## config.mk

```make
export PLATFORM = sky130hd
export DESIGN_NAME = touch_gesture_trigger_matcher_unit
export DESIGN_NICKNAME = d
export VERILOG_FILES = /design/src/tgtm_pkg.sv /design/src/tgtm_ram.sv /design/src/tgtm_search.sv /design/src/touch_gesture_trigger_matcher_unit.sv
export SDC_FILE = /design/constraint.sdc
export NUM_CORES = 2
export LEC_CHECK = 0
export ABC_AREA = 0
export BUFFER_PORTS_ARGS = -buffer_cell sky130_fd_sc_hd__clkbuf_2
export CORE_MARGIN = 2
export CORE_UTILIZATION = 58
export DETAILED_ROUTE_END_ITERATION = 7
export PLACE_DENSITY_LB_ADDON = 0.2
export REMOVE_ABC_BUFFERS = 1
export SLEW_MARGIN = 20
export SYNTH_ARGS = -nofsm -noshare
export SYNTH_HDL_FRONTEND = slang
export SYNTH_SLANG_ARGS = --single-unit
```

## constraint.sdc

```tcl
create_clock -name clock -period 26.5 [get_ports clock]
set_input_delay 1.325 -clock clock [delete_from_list [all_inputs] [get_ports clock]]
set_output_delay 1.325 -clock clock [all_outputs]
set_load 0.02 [all_outputs]
```

## src/tgtm_pkg.sv

```systemverilog
`timescale 1ns / 1ps
package tgtm_pkg;
   typedef enum logic [1:0] {
      G_IDLE  = 2'd0,
      G_HOLD  = 2'd1,
      G_PINCH = 2'd2,
      G_SWIPE = 2'd3
   } gesture_kind_type;

   localparam logic [1:0] K_THRESH = 2'd0;
   localparam logic [1:0] K_REPEAT = 2'd1;
   localparam logic [1:0] K_END    = 2'd2;

   localparam logic [1:0] ST_OK       = 2'd0;
   localparam logic [1:0] ST_DISCARD  = 2'd1;
   localparam logic [1:0] ST_MISMATCH = 2'd2;
   localparam logic [1:0] ST_IGNORED  = 2'd3;

   localparam logic [3:0] EV_HOLD_BEGIN   = 4'd0;
   localparam logic [3:0] EV_HOLD_END     = 4'd1;
   localparam logic [3:0] EV_PINCH_BEGIN  = 4'd2;
   localparam logic [3:0] EV_PINCH_UPDATE = 4'd3;
   localparam logic [3:0] EV_PINCH_END    = 4'd4;
   localparam logic [3:0] EV_SWIPE_BEGIN  = 4'd5;
   localparam logic [3:0] EV_SWIPE_UPDATE = 4'd6;
   localparam logic [3:0] EV_SWIPE_END    = 4'd7;

   localparam logic [1:0] CSR_ADDR  = 2'd0;
   localparam logic [1:0] CSR_WORD  = 2'd1;
   localparam logic [1:0] CSR_COUNT = 2'd2;

   localparam int WORD_W = 58;

   typedef enum logic [3:0] {
      S_IDLE,
      S_PREP,
      S_DIV,
      S_REQ,
      S_SCAN,
      S_WAIT,
      S_DONE,
      S_OUT
   } state_type;

   typedef struct packed {
      logic        start;
      logic [1:0]  gesture;
      logic [2:0]  fingers;
      logic [1:0]  kind;
      logic [31:0] dur;
      logic [2:0]  dir;
      logic [23:0] amt;
   } search_req_type;

   typedef struct packed {
      logic        done;
      logic        hit;
   } search_rsp_type;
endpackage

```

## src/tgtm_ram.sv

```systemverilog
`timescale 1ns / 1ps
module tgtm_ram #(
   parameter int WIDTH = 8,
   parameter int DEPTH = 16
) (
   input  logic                     clock,
   input  logic                     wr_en,
   input  logic [$clog2(DEPTH)-1:0] wr_addr,
   input  logic [WIDTH-1:0]         wr_data,
   input  logic [$clog2(DEPTH)-1:0] rd_addr,
   output logic [WIDTH-1:0]         rd_data
);
   logic [WIDTH-1:0] mem_ff [DEPTH];
   logic [WIDTH-1:0] rd_data_ff;

   always_ff @(posedge clock) begin
      if (wr_en) begin
         mem_ff[wr_addr] <= wr_data;
      end
      rd_data_ff <= mem_ff[rd_addr];
   end

   assign rd_data = rd_data_ff;
endmodule

```

## src/tgtm_search.sv

```systemverilog
`timescale 1ns / 1ps
module tgtm_search
   import tgtm_pkg::*;
#(
   parameter int TABLE_DEPTH = 16
) (
   input  logic                  clock,
   input  logic                  reset,
   input  logic                  wr_en,
   input  logic [3:0]            wr_addr,
   input  logic [WORD_W-1:0]     wr_data,
   input  logic [4:0]            count,
   input  search_req_type        req,
   output search_rsp_type        rsp,
   output logic [3:0]            slot
);
   localparam int AW = (TABLE_DEPTH > 1) ? $clog2(TABLE_DEPTH) : 1;
   localparam int CW = $clog2(TABLE_DEPTH + 1);

   logic [AW-1:0] rd_addr;
   logic [WORD_W-1:0] word;
   logic [CW:0] idx_ff, idx_in;
   logic busy_ff, busy_in, vld_ff, vld_in;
   logic [CW:0] limit;
   logic match;
   logic [3:0] slot_ff, slot_in;
   logic ram_we;

   assign ram_we = wr_en && ({5'd0, wr_addr} < 9'(TABLE_DEPTH));
   assign limit = (9'(count) > 9'(TABLE_DEPTH)) ? (CW+1)'(TABLE_DEPTH) : (CW+1)'(count);
   assign rd_addr = idx_ff[AW-1:0];

   tgtm_ram #(.WIDTH(WORD_W), .DEPTH(1 << AW)) u_ram (
      .clock   (clock),
      .wr_en   (ram_we),
      .wr_addr (AW'(wr_addr)),
      .wr_data (wr_data),
      .rd_addr (rd_addr),
      .rd_data (word)
   );

   always_comb begin
      logic [15:0] tmin, tmax, thr;
      logic [2:0] td;
      logic thr_ok;
      tmin = word[25:10];
      tmax = word[41:26];
      thr = word[57:42];
      td = word[9:7];
      if (thr == 16'd0 || req.gesture == G_HOLD) begin
         thr_ok = 1'b1;
      end else if (req.gesture == G_PINCH && thr < 16'd256) begin
         thr_ok = req.amt <= {8'd0, thr};
      end else begin
         thr_ok = req.amt >= {8'd0, thr};
      end
      match = (word[1:0] == req.gesture) && (word[4:2] == req.fingers) &&
              (word[6:5] == req.kind) &&
              (req.dir == 3'd0 || td == 3'd0 || td == req.dir) &&
              (tmin == 16'd0 || {16'd0, tmin} <= req.dur) &&
              (tmax == 16'd0 || {16'd0, tmax} >= req.dur) && thr_ok;
   end

   always_comb begin
      idx_in = idx_ff;
      busy_in = busy_ff;
      vld_in = 1'b0;
      slot_in = slot_ff;
      rsp = '0;
      if (req.start) begin
         idx_in = '0;
         busy_in = 1'b1;
      end else if (busy_ff) begin
         if (vld_ff && match) begin
            busy_in = 1'b0;
            rsp.done = 1'b1;
            rsp.hit = 1'b1;
            slot_in = 4'(idx_ff - 1'b1);
         end else if (idx_ff >= limit) begin
            busy_in = 1'b0;
            rsp.done = 1'b1;
         end else begin
            idx_in = idx_ff + 1'b1;
            vld_in = 1'b1;
         end
      end
   end

   always_ff @(posedge clock) begin
      if (reset) begin
         busy_ff <= 1'b0;
         vld_ff <= 1'b0;
      end else begin
         busy_ff <= busy_in;
         vld_ff <= vld_in;
      end
      idx_ff <= idx_in;
      slot_ff <= slot_in;
   end

   assign slot = slot_in;
endmodule

```

## src/touch_gesture_trigger_matcher_unit.sv

```systemverilog
`timescale 1ns / 1ps
// Begins, cancels, mismatches and ignored events are answered without a table
// search; an update or end searches the first n table slots, n the slot count
// clamped to TABLE_DEPTH, and a threshold miss on an update is searched again.
// A pinch repeat search first runs the serial ratio divider.
// One event is in flight at a time; req_tready is low until rsp is taken.
// Synchronous active-high reset returns the gesture state to idle.
module touch_gesture_trigger_matcher_unit
   import tgtm_pkg::*;
#(
   parameter int TABLE_DEPTH = 16
) (
   input  logic         clock,
   input  logic         reset,
   input  logic         req_tvalid,
   output logic         req_tready,
   // event_kind, cancelled, finger_count, timestamp_ms, delta_x, delta_y,
   // pinch_scale
   input  logic [87:0]  req_tdata,
   output logic         rsp_tvalid,
   input  logic         rsp_tready,
   // fired, trigger_slot, fire_kind, direction, amount, duration_ms,
   // status
   output logic [71:0]  rsp_tdata,
   input  logic         csr_wr_en,
   input  logic [1:0]   csr_index,
   input  logic [57:0]  csr_wr_data
);
   state_type state_ff, state_in;
   logic [87:0] in_ff, in_in;
   logic [1:0] gest_ff, gest_in;
   logic [31:0] start_ff, start_in;
   logic signed [23:0] sx_ff, sx_in, sy_ff, sy_in, fx_ff, fx_in, fy_ff, fy_in;
   logic [15:0] cur_ff, cur_in, ref_ff, ref_in;
   logic [3:0] waddr_ff;
   logic [4:0] count_ff;
   logic [71:0] out_ff, out_in;
   logic [1:0] kind_ff, kind_in;
   logic [2:0] dir_ff, dir_in;
   logic [23:0] amt_ff, amt_in;
   logic [23:0] quo_ff, quo_in;
   logic [24:0] rem_ff, rem_in;
   logic [4:0] cnt_ff, cnt_in;
   search_req_type sreq;
   search_rsp_type srsp;
   logic [3:0] slot;

   logic [3:0] ev;
   logic canc;
   logic [2:0] fing;
   logic [31:0] ts;
   logic signed [15:0] ddx, ddy;
   logic [15:0] scl;
   logic [1:0] g;
   logic [1:0] step;
   logic [31:0] dur;

   assign ev = in_ff[3:0];
   assign canc = in_ff[4];
   assign fing = in_ff[7:5];
   assign ts = in_ff[39:8];
   assign ddx = in_ff[55:40];
   assign ddy = in_ff[71:56];
   assign scl = in_ff[87:72];
   assign dur = ts - start_ff;

   always_comb begin
      unique case (ev)
         EV_HOLD_BEGIN:   begin g = G_HOLD;  step = 2'd0; end
         EV_HOLD_END:     begin g = G_HOLD;  step = 2'd2; end
         EV_PINCH_BEGIN:  begin g = G_PINCH; step = 2'd0; end
         EV_PINCH_UPDATE: begin g = G_PINCH; step = 2'd1; end
         EV_PINCH_END:    begin g = G_PINCH; step = 2'd2; end
         EV_SWIPE_BEGIN:  begin g = G_SWIPE; step = 2'd0; end
         EV_SWIPE_UPDATE: begin g = G_SWIPE; step = 2'd1; end
         EV_SWIPE_END:    begin g = G_SWIPE; step = 2'd2; end
         default:         begin g = G_IDLE;  step = 2'd3; end
      endcase
   end

   function automatic logic signed [23:0] sat_add(logic signed [23:0] a,
                                                   logic signed [15:0] b);
      logic signed [24:0] s;
      s = 25'(a) + 25'(b);
      if (s > 25'sd8388607) return 24'sh7FFFFF;
      if (s < -25'sd8388608) return 24'sh800000;
      return s[23:0];
   endfunction

   function automatic logic [26:0] describe(logic signed [24:0] x,
                                            logic signed [24:0] y);
      logic signed [24:0] dx, dy;
      logic [24:0] ax, ay, a;
      logic [2:0] d;
      dx = x;
      dy = y;
      ax = dx[24] ? 25'(-dx) : 25'(dx);
      ay = dy[24] ? 25'(-dy) : 25'(dy);
      if (ax > ay) begin
         d = (dx > 0) ? 3'd4 : 3'd3;
         a = ax;
      end else begin
         d = (dy > 0) ? 3'd2 : 3'd1;
         a = ay;
      end
      return {d, a[24] ? 24'hFFFFFF : a[23:0]};
   endfunction

   tgtm_search #(.TABLE_DEPTH(TABLE_DEPTH)) u_search (
      .clock   (clock),
      .reset   (reset),
      .wr_en   (csr_wr_en && csr_index == CSR_WORD),
      .wr_addr (waddr_ff),
      .wr_data (csr_wr_data),
      .count   (count_ff),
      .req     (sreq),
      .rsp     (srsp),
      .slot    (slot)
   );

   assign req_tready = (state_ff == S_IDLE);
   assign rsp_tvalid = (state_ff == S_OUT);
   assign rsp_tdata = out_ff;

   always_comb begin
      logic [26:0] dd;
      logic [24:0] diff;
      state_in = state_ff;
      in_in = in_ff;
      gest_in = gest_ff; start_in = start_ff;
      sx_in = sx_ff; sy_in = sy_ff; fx_in = fx_ff; fy_in = fy_ff;
      cur_in = cur_ff; ref_in = ref_ff;
      out_in = out_ff;
      kind_in = kind_ff; dir_in = dir_ff; amt_in = amt_ff;
      quo_in = quo_ff; rem_in = rem_ff; cnt_in = cnt_ff;
      sreq = '0;
      sreq.gesture = g; sreq.fingers = fing; sreq.kind = kind_ff;
      sreq.dur = dur; sreq.dir = dir_ff; sreq.amt = amt_ff;
      dd = '0; diff = '0;
      unique case (state_ff)
         S_IDLE: begin
            if (req_tvalid) begin
               in_in = req_tdata;
               state_in = S_PREP;
            end
         end
         S_PREP: begin
            out_in = '0;
            state_in = S_OUT;
            if (step == 2'd3) begin
               out_in[67:66] = ST_IGNORED;
            end else if (step == 2'd2 && canc) begin
               gest_in = G_IDLE; start_in = '0;
               sx_in = '0; sy_in = '0; fx_in = '0; fy_in = '0;
               cur_in = 16'd256; ref_in = 16'd256;
            end else if (step == 2'd0) begin
               if (gest_ff != G_IDLE || start_ff != 32'd0) out_in[67:66] = ST_DISCARD;
               gest_in = g; start_in = ts;
               sx_in = '0; sy_in = '0; fx_in = '0; fy_in = '0;
               cur_in = 16'd256; ref_in = 16'd256;
            end else if (g != gest_ff) begin
               out_in[67:66] = ST_MISMATCH;
            end else begin
               state_in = S_REQ;
               if (g == G_SWIPE && step == 2'd1) begin
                  sx_in = sat_add(sx_ff, ddx);
                  sy_in = sat_add(sy_ff, ddy);
                  dd = describe(25'(sx_in), 25'(sy_in));
                  dir_in = dd[26:24]; amt_in = dd[23:0];
                  if (fx_ff == 0 || fy_ff == 0) begin
                     kind_in = K_THRESH;
                  end else begin
                     kind_in = K_REPEAT;
                     dd = describe(25'(sx_in) - 25'(fx_ff), 25'(sy_in) - 25'(fy_ff));
                     dir_in = dd[26:24]; amt_in = dd[23:0];
                  end
               end else if (g == G_PINCH && step == 2'd1) begin
                  cur_in = scl;
                  dir_in = 3'd0;
                  if (ref_ff == 16'd256) begin
                     kind_in = K_THRESH;
                     amt_in = {8'd0, scl};
                  end else begin
                     kind_in = K_REPEAT;
                     state_in = S_DIV;
                     quo_in = {scl, 8'd0}; rem_in = '0; cnt_in = '0;
                  end
               end else begin
                  kind_in = K_END;
                  if (g == G_SWIPE) begin
                     dd = describe(25'(sx_ff), 25'(sy_ff));
                     dir_in = dd[26:24]; amt_in = dd[23:0];
                  end else begin
                     dir_in = 3'd0;
                     amt_in = (g == G_PINCH) ? {8'd0, cur_ff} : 24'd0;
                  end
               end
            end
         end
         S_DIV: begin
            if (ref_ff == 16'd0) begin
               amt_in = 24'hFFFFFF;
               state_in = S_REQ;
            end else begin
               diff = {rem_ff[23:0], quo_ff[23]} - {9'd0, ref_ff};
               if (!diff[24]) begin
                  rem_in = diff;
                  quo_in = {quo_ff[22:0], 1'b1};
               end else begin
                  rem_in = {rem_ff[23:0], quo_ff[23]};
                  quo_in = {quo_ff[22:0], 1'b0};
               end
               cnt_in = cnt_ff + 5'd1;
               if (cnt_ff == 5'd23) begin
                  amt_in = quo_in;
                  state_in = S_REQ;
               end
            end
         end
         S_REQ: begin
            sreq.start = 1'b1;
            state_in = S_SCAN;
         end
         S_SCAN: begin
            if (srsp.done) begin
               if (!srsp.hit && kind_ff == K_THRESH && step == 2'd1) begin
                  kind_in = K_REPEAT;
                  if (g == G_SWIPE) begin
                     dd = describe(25'(sx_ff) - 25'(fx_ff), 25'(sy_ff) - 25'(fy_ff));
                     dir_in = dd[26:24]; amt_in = dd[23:0];
                     state_in = S_REQ;
                  end else begin
                     quo_in = {cur_ff, 8'd0}; rem_in = '0; cnt_in = '0;
                     state_in = S_DIV;
                  end
               end else begin
                  out_in = {4'd0, ST_OK, dur, amt_ff, dir_ff, kind_ff,
                            srsp.hit ? slot : 4'd0, srsp.hit};
                  state_in = S_OUT;
                  if (step == 2'd2) begin
                     gest_in = G_IDLE; start_in = '0;
                     sx_in = '0; sy_in = '0; fx_in = '0; fy_in = '0;
                     cur_in = 16'd256; ref_in = 16'd256;
                  end else if (srsp.hit) begin
                     if (g == G_SWIPE) begin
                        fx_in = sx_ff; fy_in = sy_ff;
                     end else begin
                        ref_in = cur_ff;
                     end
                  end
               end
            end
         end
         S_OUT: begin
            if (rsp_tready) state_in = S_IDLE;
         end
         default: state_in = S_IDLE;
      endcase
   end

   always_ff @(posedge clock) begin
      if (reset) begin
         state_ff <= S_IDLE;
         gest_ff <= G_IDLE; start_ff <= '0;
         sx_ff <= '0; sy_ff <= '0; fx_ff <= '0; fy_ff <= '0;
         cur_ff <= 16'd256; ref_ff <= 16'd256;
         waddr_ff <= '0; count_ff <= '0;
      end else begin
         state_ff <= state_in;
         gest_ff <= gest_in; start_ff <= start_in;
         sx_ff <= sx_in; sy_ff <= sy_in; fx_ff <= fx_in; fy_ff <= fy_in;
         cur_ff <= cur_in; ref_ff <= ref_in;
         if (csr_wr_en && csr_index == CSR_ADDR) waddr_ff <= csr_wr_data[3:0];
         if (csr_wr_en && csr_index == CSR_COUNT) count_ff <= csr_wr_data[4:0];
      end
      in_ff <= in_in; out_ff <= out_in;
      kind_ff <= kind_in; dir_ff <= dir_in; amt_ff <= amt_in;
      quo_ff <= quo_in; rem_ff <= rem_in; cnt_ff <= cnt_in;
   end

   a_ready_out: assert property (@(posedge clock) disable iff (reset)
      !(req_tready && rsp_tvalid)) else $error("ready while result pending");
   a_accept_prep: assert property (@(posedge clock) disable iff (reset)
      (req_tvalid && req_tready) |=> state_ff == S_PREP)
      else $error("accepted item not started");
   a_out_hold: assert property (@(posedge clock) disable iff (reset)
      (rsp_tvalid && !rsp_tready) |=> rsp_tvalid && $stable(rsp_tdata))
      else $error("result dropped");
endmodule

```

==> results.md <==
- Status: finished clean
- Avg Vias per Cell: 6.699
- Die area: 134800 um^2
- Clk slew on worst S/H paths: 70 ps
- Synthesized area: 76500 um^2
- Most frequent cells in the layout: 1166 x edfxtp_1, 428 x nor2_1, 377 x nand2_1
- IO buf count: 222
- Area contributors post-synth: edfxtp_1 46%, mux4_2 8.5%, dfxtp_1 6.4%
- Final Hold Violating Endpoints: 0
- Largest family of logic cells by synthesized area: compound AO/OA/AOI/OAI gates
- Asr flop ratio synth: 0%
- Final min period: 10930 ps
- Crit-path slowest cell: a2111oi_1
- DRT iter0 DRCs: 7051
- Post-synthesis sequential area ratio: 52.16%
- Compound-gate portion of the synthesized area: 12.12%
- HPWL Detailed: 172800 um
- Fin. max-slew vios: 0
- Via count: 56232
- Xor/xnor share of the synthesized area: 3.469%
- Row count: 133
- Cts bufs inserted: 145
- Leading cell type in the layout, fill and taps excluded: edfxtp_1
- Routed WL: 249100 um
- Post-Synth Adder-Cell Area: 6.179%
- Post-route DRC: 0
- CTS Sinks: 1410
- Largest net degree at the start of global routing: 92
- Placer Congestion: 1.041
- Height of the die: 367.2 um
- CP startpoint kind: flip-flop
- Tightest Pin Transition: 1262 ps
- Buf/Inv on CP: 3
- Final Cycle Share: 41.24%
- Post-synth EDFFs: 1166
- Core Footprint: 131100 um^2
- Kind of critical path: flip-flop to flip-flop
- Required @ worst endpoint: 27000 ps
- Setup TNS: 0 ps
- Clk root buf: clkbuf_16
- Number of global-route vias before repair: 53758
- Clock Tree Buf Depth: 3
- Flop and latch count out of synthesis: 1410
- Biggest area consumer among synthesized cells: edfxtp_1
- Fillers: 9957
- Initial Utilization: 58.34%
- Io pins: 227
- Yosys top cell area share: 45.77%
- Hold_buf cts: 0
- FF+latch area: 39910 um^2
- Die span in x: 367.2 um
- Ys Warns: 0
- R2R setup slack: 15570 ps
- Number of antenna violations at the first check in global routing: 13
- Synth Instances: 6344
- Largest stage delay on the critical path: 800 ps
- Worst slew margin relative to its limit: 15.68%
- Area occupied by multi-input gates: 34620 um^2
- Final ANT Viol Nets: 0
- Syn Area/Cell: 12.06 um^2
- Mux contribution to synthesized area: 11.33%
- Clk_lat worst skew: 810 ps
- Synth cell types: 102
- CTS resizes: 0
- Tightest Hold Check Type: flip-flop to flip-flop
- Grt ovf: 0
- Post-synthesis simple-gate area fraction: 11.83%
- Nets: 7035
- Crit end category: flip-flop
- Crit path max-delay family: compound AO/OA/AOI/OAI gates
- First-pass GRT wire length: 359900 um
- Pre-antenna DRT Iters: 7
- Area Overhead vs Synth: 10.41%
- RSZ-0062 raised after global routing: no
- Post-CTS Setup Inserts: 0
- CTS tree: yes
- Worst EP arrival: 11430 ps
- Max Cap Viol: 0
- Share of cells above drive strength 1: 14.83%
- Final setup viols: 0
- FMAX: 91.50 MHz
- H-tree Lvls: 4
- DR WL/cell: 29.68 um
- Synth Flop Type: edfxtp_1
- Total Routing Usage GR: 36.40%
- CP Max Fanout: 34
- Worst Skew: 46.44 ps
-- flip-flops by register name (all words and copies together) (netlist names), 2 cells and up, named ones only --
name,cells
u_search.idx_ff,6
waddr_ff,4
dir_ff,3
gest_ff,2
fy_ff,24
sx_ff,24
sy_ff,24
u_search.u_ram.mem_ff,928
fx_ff,24
state_ff,3
rsp_tdata,68
start_ff,32
amt_ff,24
count_ff,5
kind_ff,2
ref_ff,16
cnt_ff,5
rem_ff,24
cur_ff,16
quo_ff,24
u_search.u_ram.rd_data,58
in_ff,88
-- cell type report --
class,count,share of cell area [%]
Sequential cell,1410,47.26
Clock buffer,197,4.733
Clock inverter,70,1.007
Tap cell,1755,2.600
Timing Repair Buffer,321,2.213
Multi-Input combinational cell,4370,40.99
Antenna cell,6,0.01778
Inverter,265,1.178
-- per-layer routing --
metal / wire length [um] / global-route usage [%] / vias to the layer above / share of wire, %
met3: 21910 / 6.574 / 637 / 8.8
met4: 15300 / 19.03 / 14 / 6.1
met5: 97 / 0 / - / 0.039
li1: - / - / 24677 / -
met1: 94560 / 47.17 / 27743 / 38
met2: 117200 / 58.76 / 3161 / 47
-- worst paths after layout --
kind / start / endpoint / cells after the start
setup / recovery: sy_ff[9] / amt_ff[22] / 33
hold / removal: u_search.idx_ff[5] / u_search.idx_ff[5] / 2
setup reg to reg: sy_ff[9] / amt_ff[22] / 33
hold reg to reg: u_search.idx_ff[5] / u_search.idx_ff[5] / 2
-- metrics by stage --
| stage | area [um^2] | util [%] | worst slack (ps) | hold slack (ps) | instances |
|---|---|---|---|---|---|
| 4_1_cts | 84420 | 64.38 | 15550 | 474.6 | 8387 |
| 3_3_place_gp | 79570 | 60.68 | 16090 | 444.3 | 8120 |
| 5_1_grt | 84450 | 64.40 | 14570 | 500.9 | 8390 |
| 2_1_floorplan | 75290 | - | 10880 | 426.6 | 6045 |
| 3_5_place_dp | 79570 | 60.68 | 15700 | 461.8 | 8120 |
| 6_report | 84460 | 64.41 | 15570 | 471.9 | 8394 |
-- tightest hold or removal path, stage by stage, from the launching register on --
cell and delay (ps):
dfxtp_1 310, nand2_1 50, o31ai_1 60
-- kinds of logic (layout without fill, tap and decap cells) --
family | Yosys count | after routing
flip-flops | 1410 | 1410
buffers and inverters | 570 | 853
multiplexers | 502 | 502
adder cells (fa/ha/maj) | 374 | 374
AO/OA/AOI/OAI | 1403 | 1403
AND/OR/NAND/NOR | 1780 | 1780
other | 2 | 14
XOR/XNOR | 303 | 303
-- synth_stat cells, types with 14 or more instances --
library cell  count
or4_1            19
nor4_1           68
a211oi_1         56
a21oi_1         317
nand4_1          84
o21bai_1         19
dfxtp_1         244
o2111ai_1        17
o21a_1           61
ha_1            361
mux2i_1         201
o21ai_1          19
o211ai_1         61
nor2b_1          65
nor2_1          444
edfxtp_1       1166
and2_1           50
xnor2_1         177
buf_2            16
nand2b_1        187
a22oi_1          24
a21o_1          114
o21ai_0         329
o221ai_1         17
clkbuf_1        237
a311oi_1         17
mux4_2          290
and3_1           64
nand2_1         378
a31oi_1          50
xor2_1          126
nor3_1          115
nand3_1          98
nand3b_1         14
o41ai_1          19
o31a_1           24
a2111oi_0        27
or3_1            48
buf_1            37
o22ai_1          16
nor3b_1          19
a211o_1          21
or2_2            71
o31ai_1          60
inv_1           264
Power is left out: the tool's default activity adds up to more than one toggle a clock period on the data nets, which glitch-free logic cannot reach.
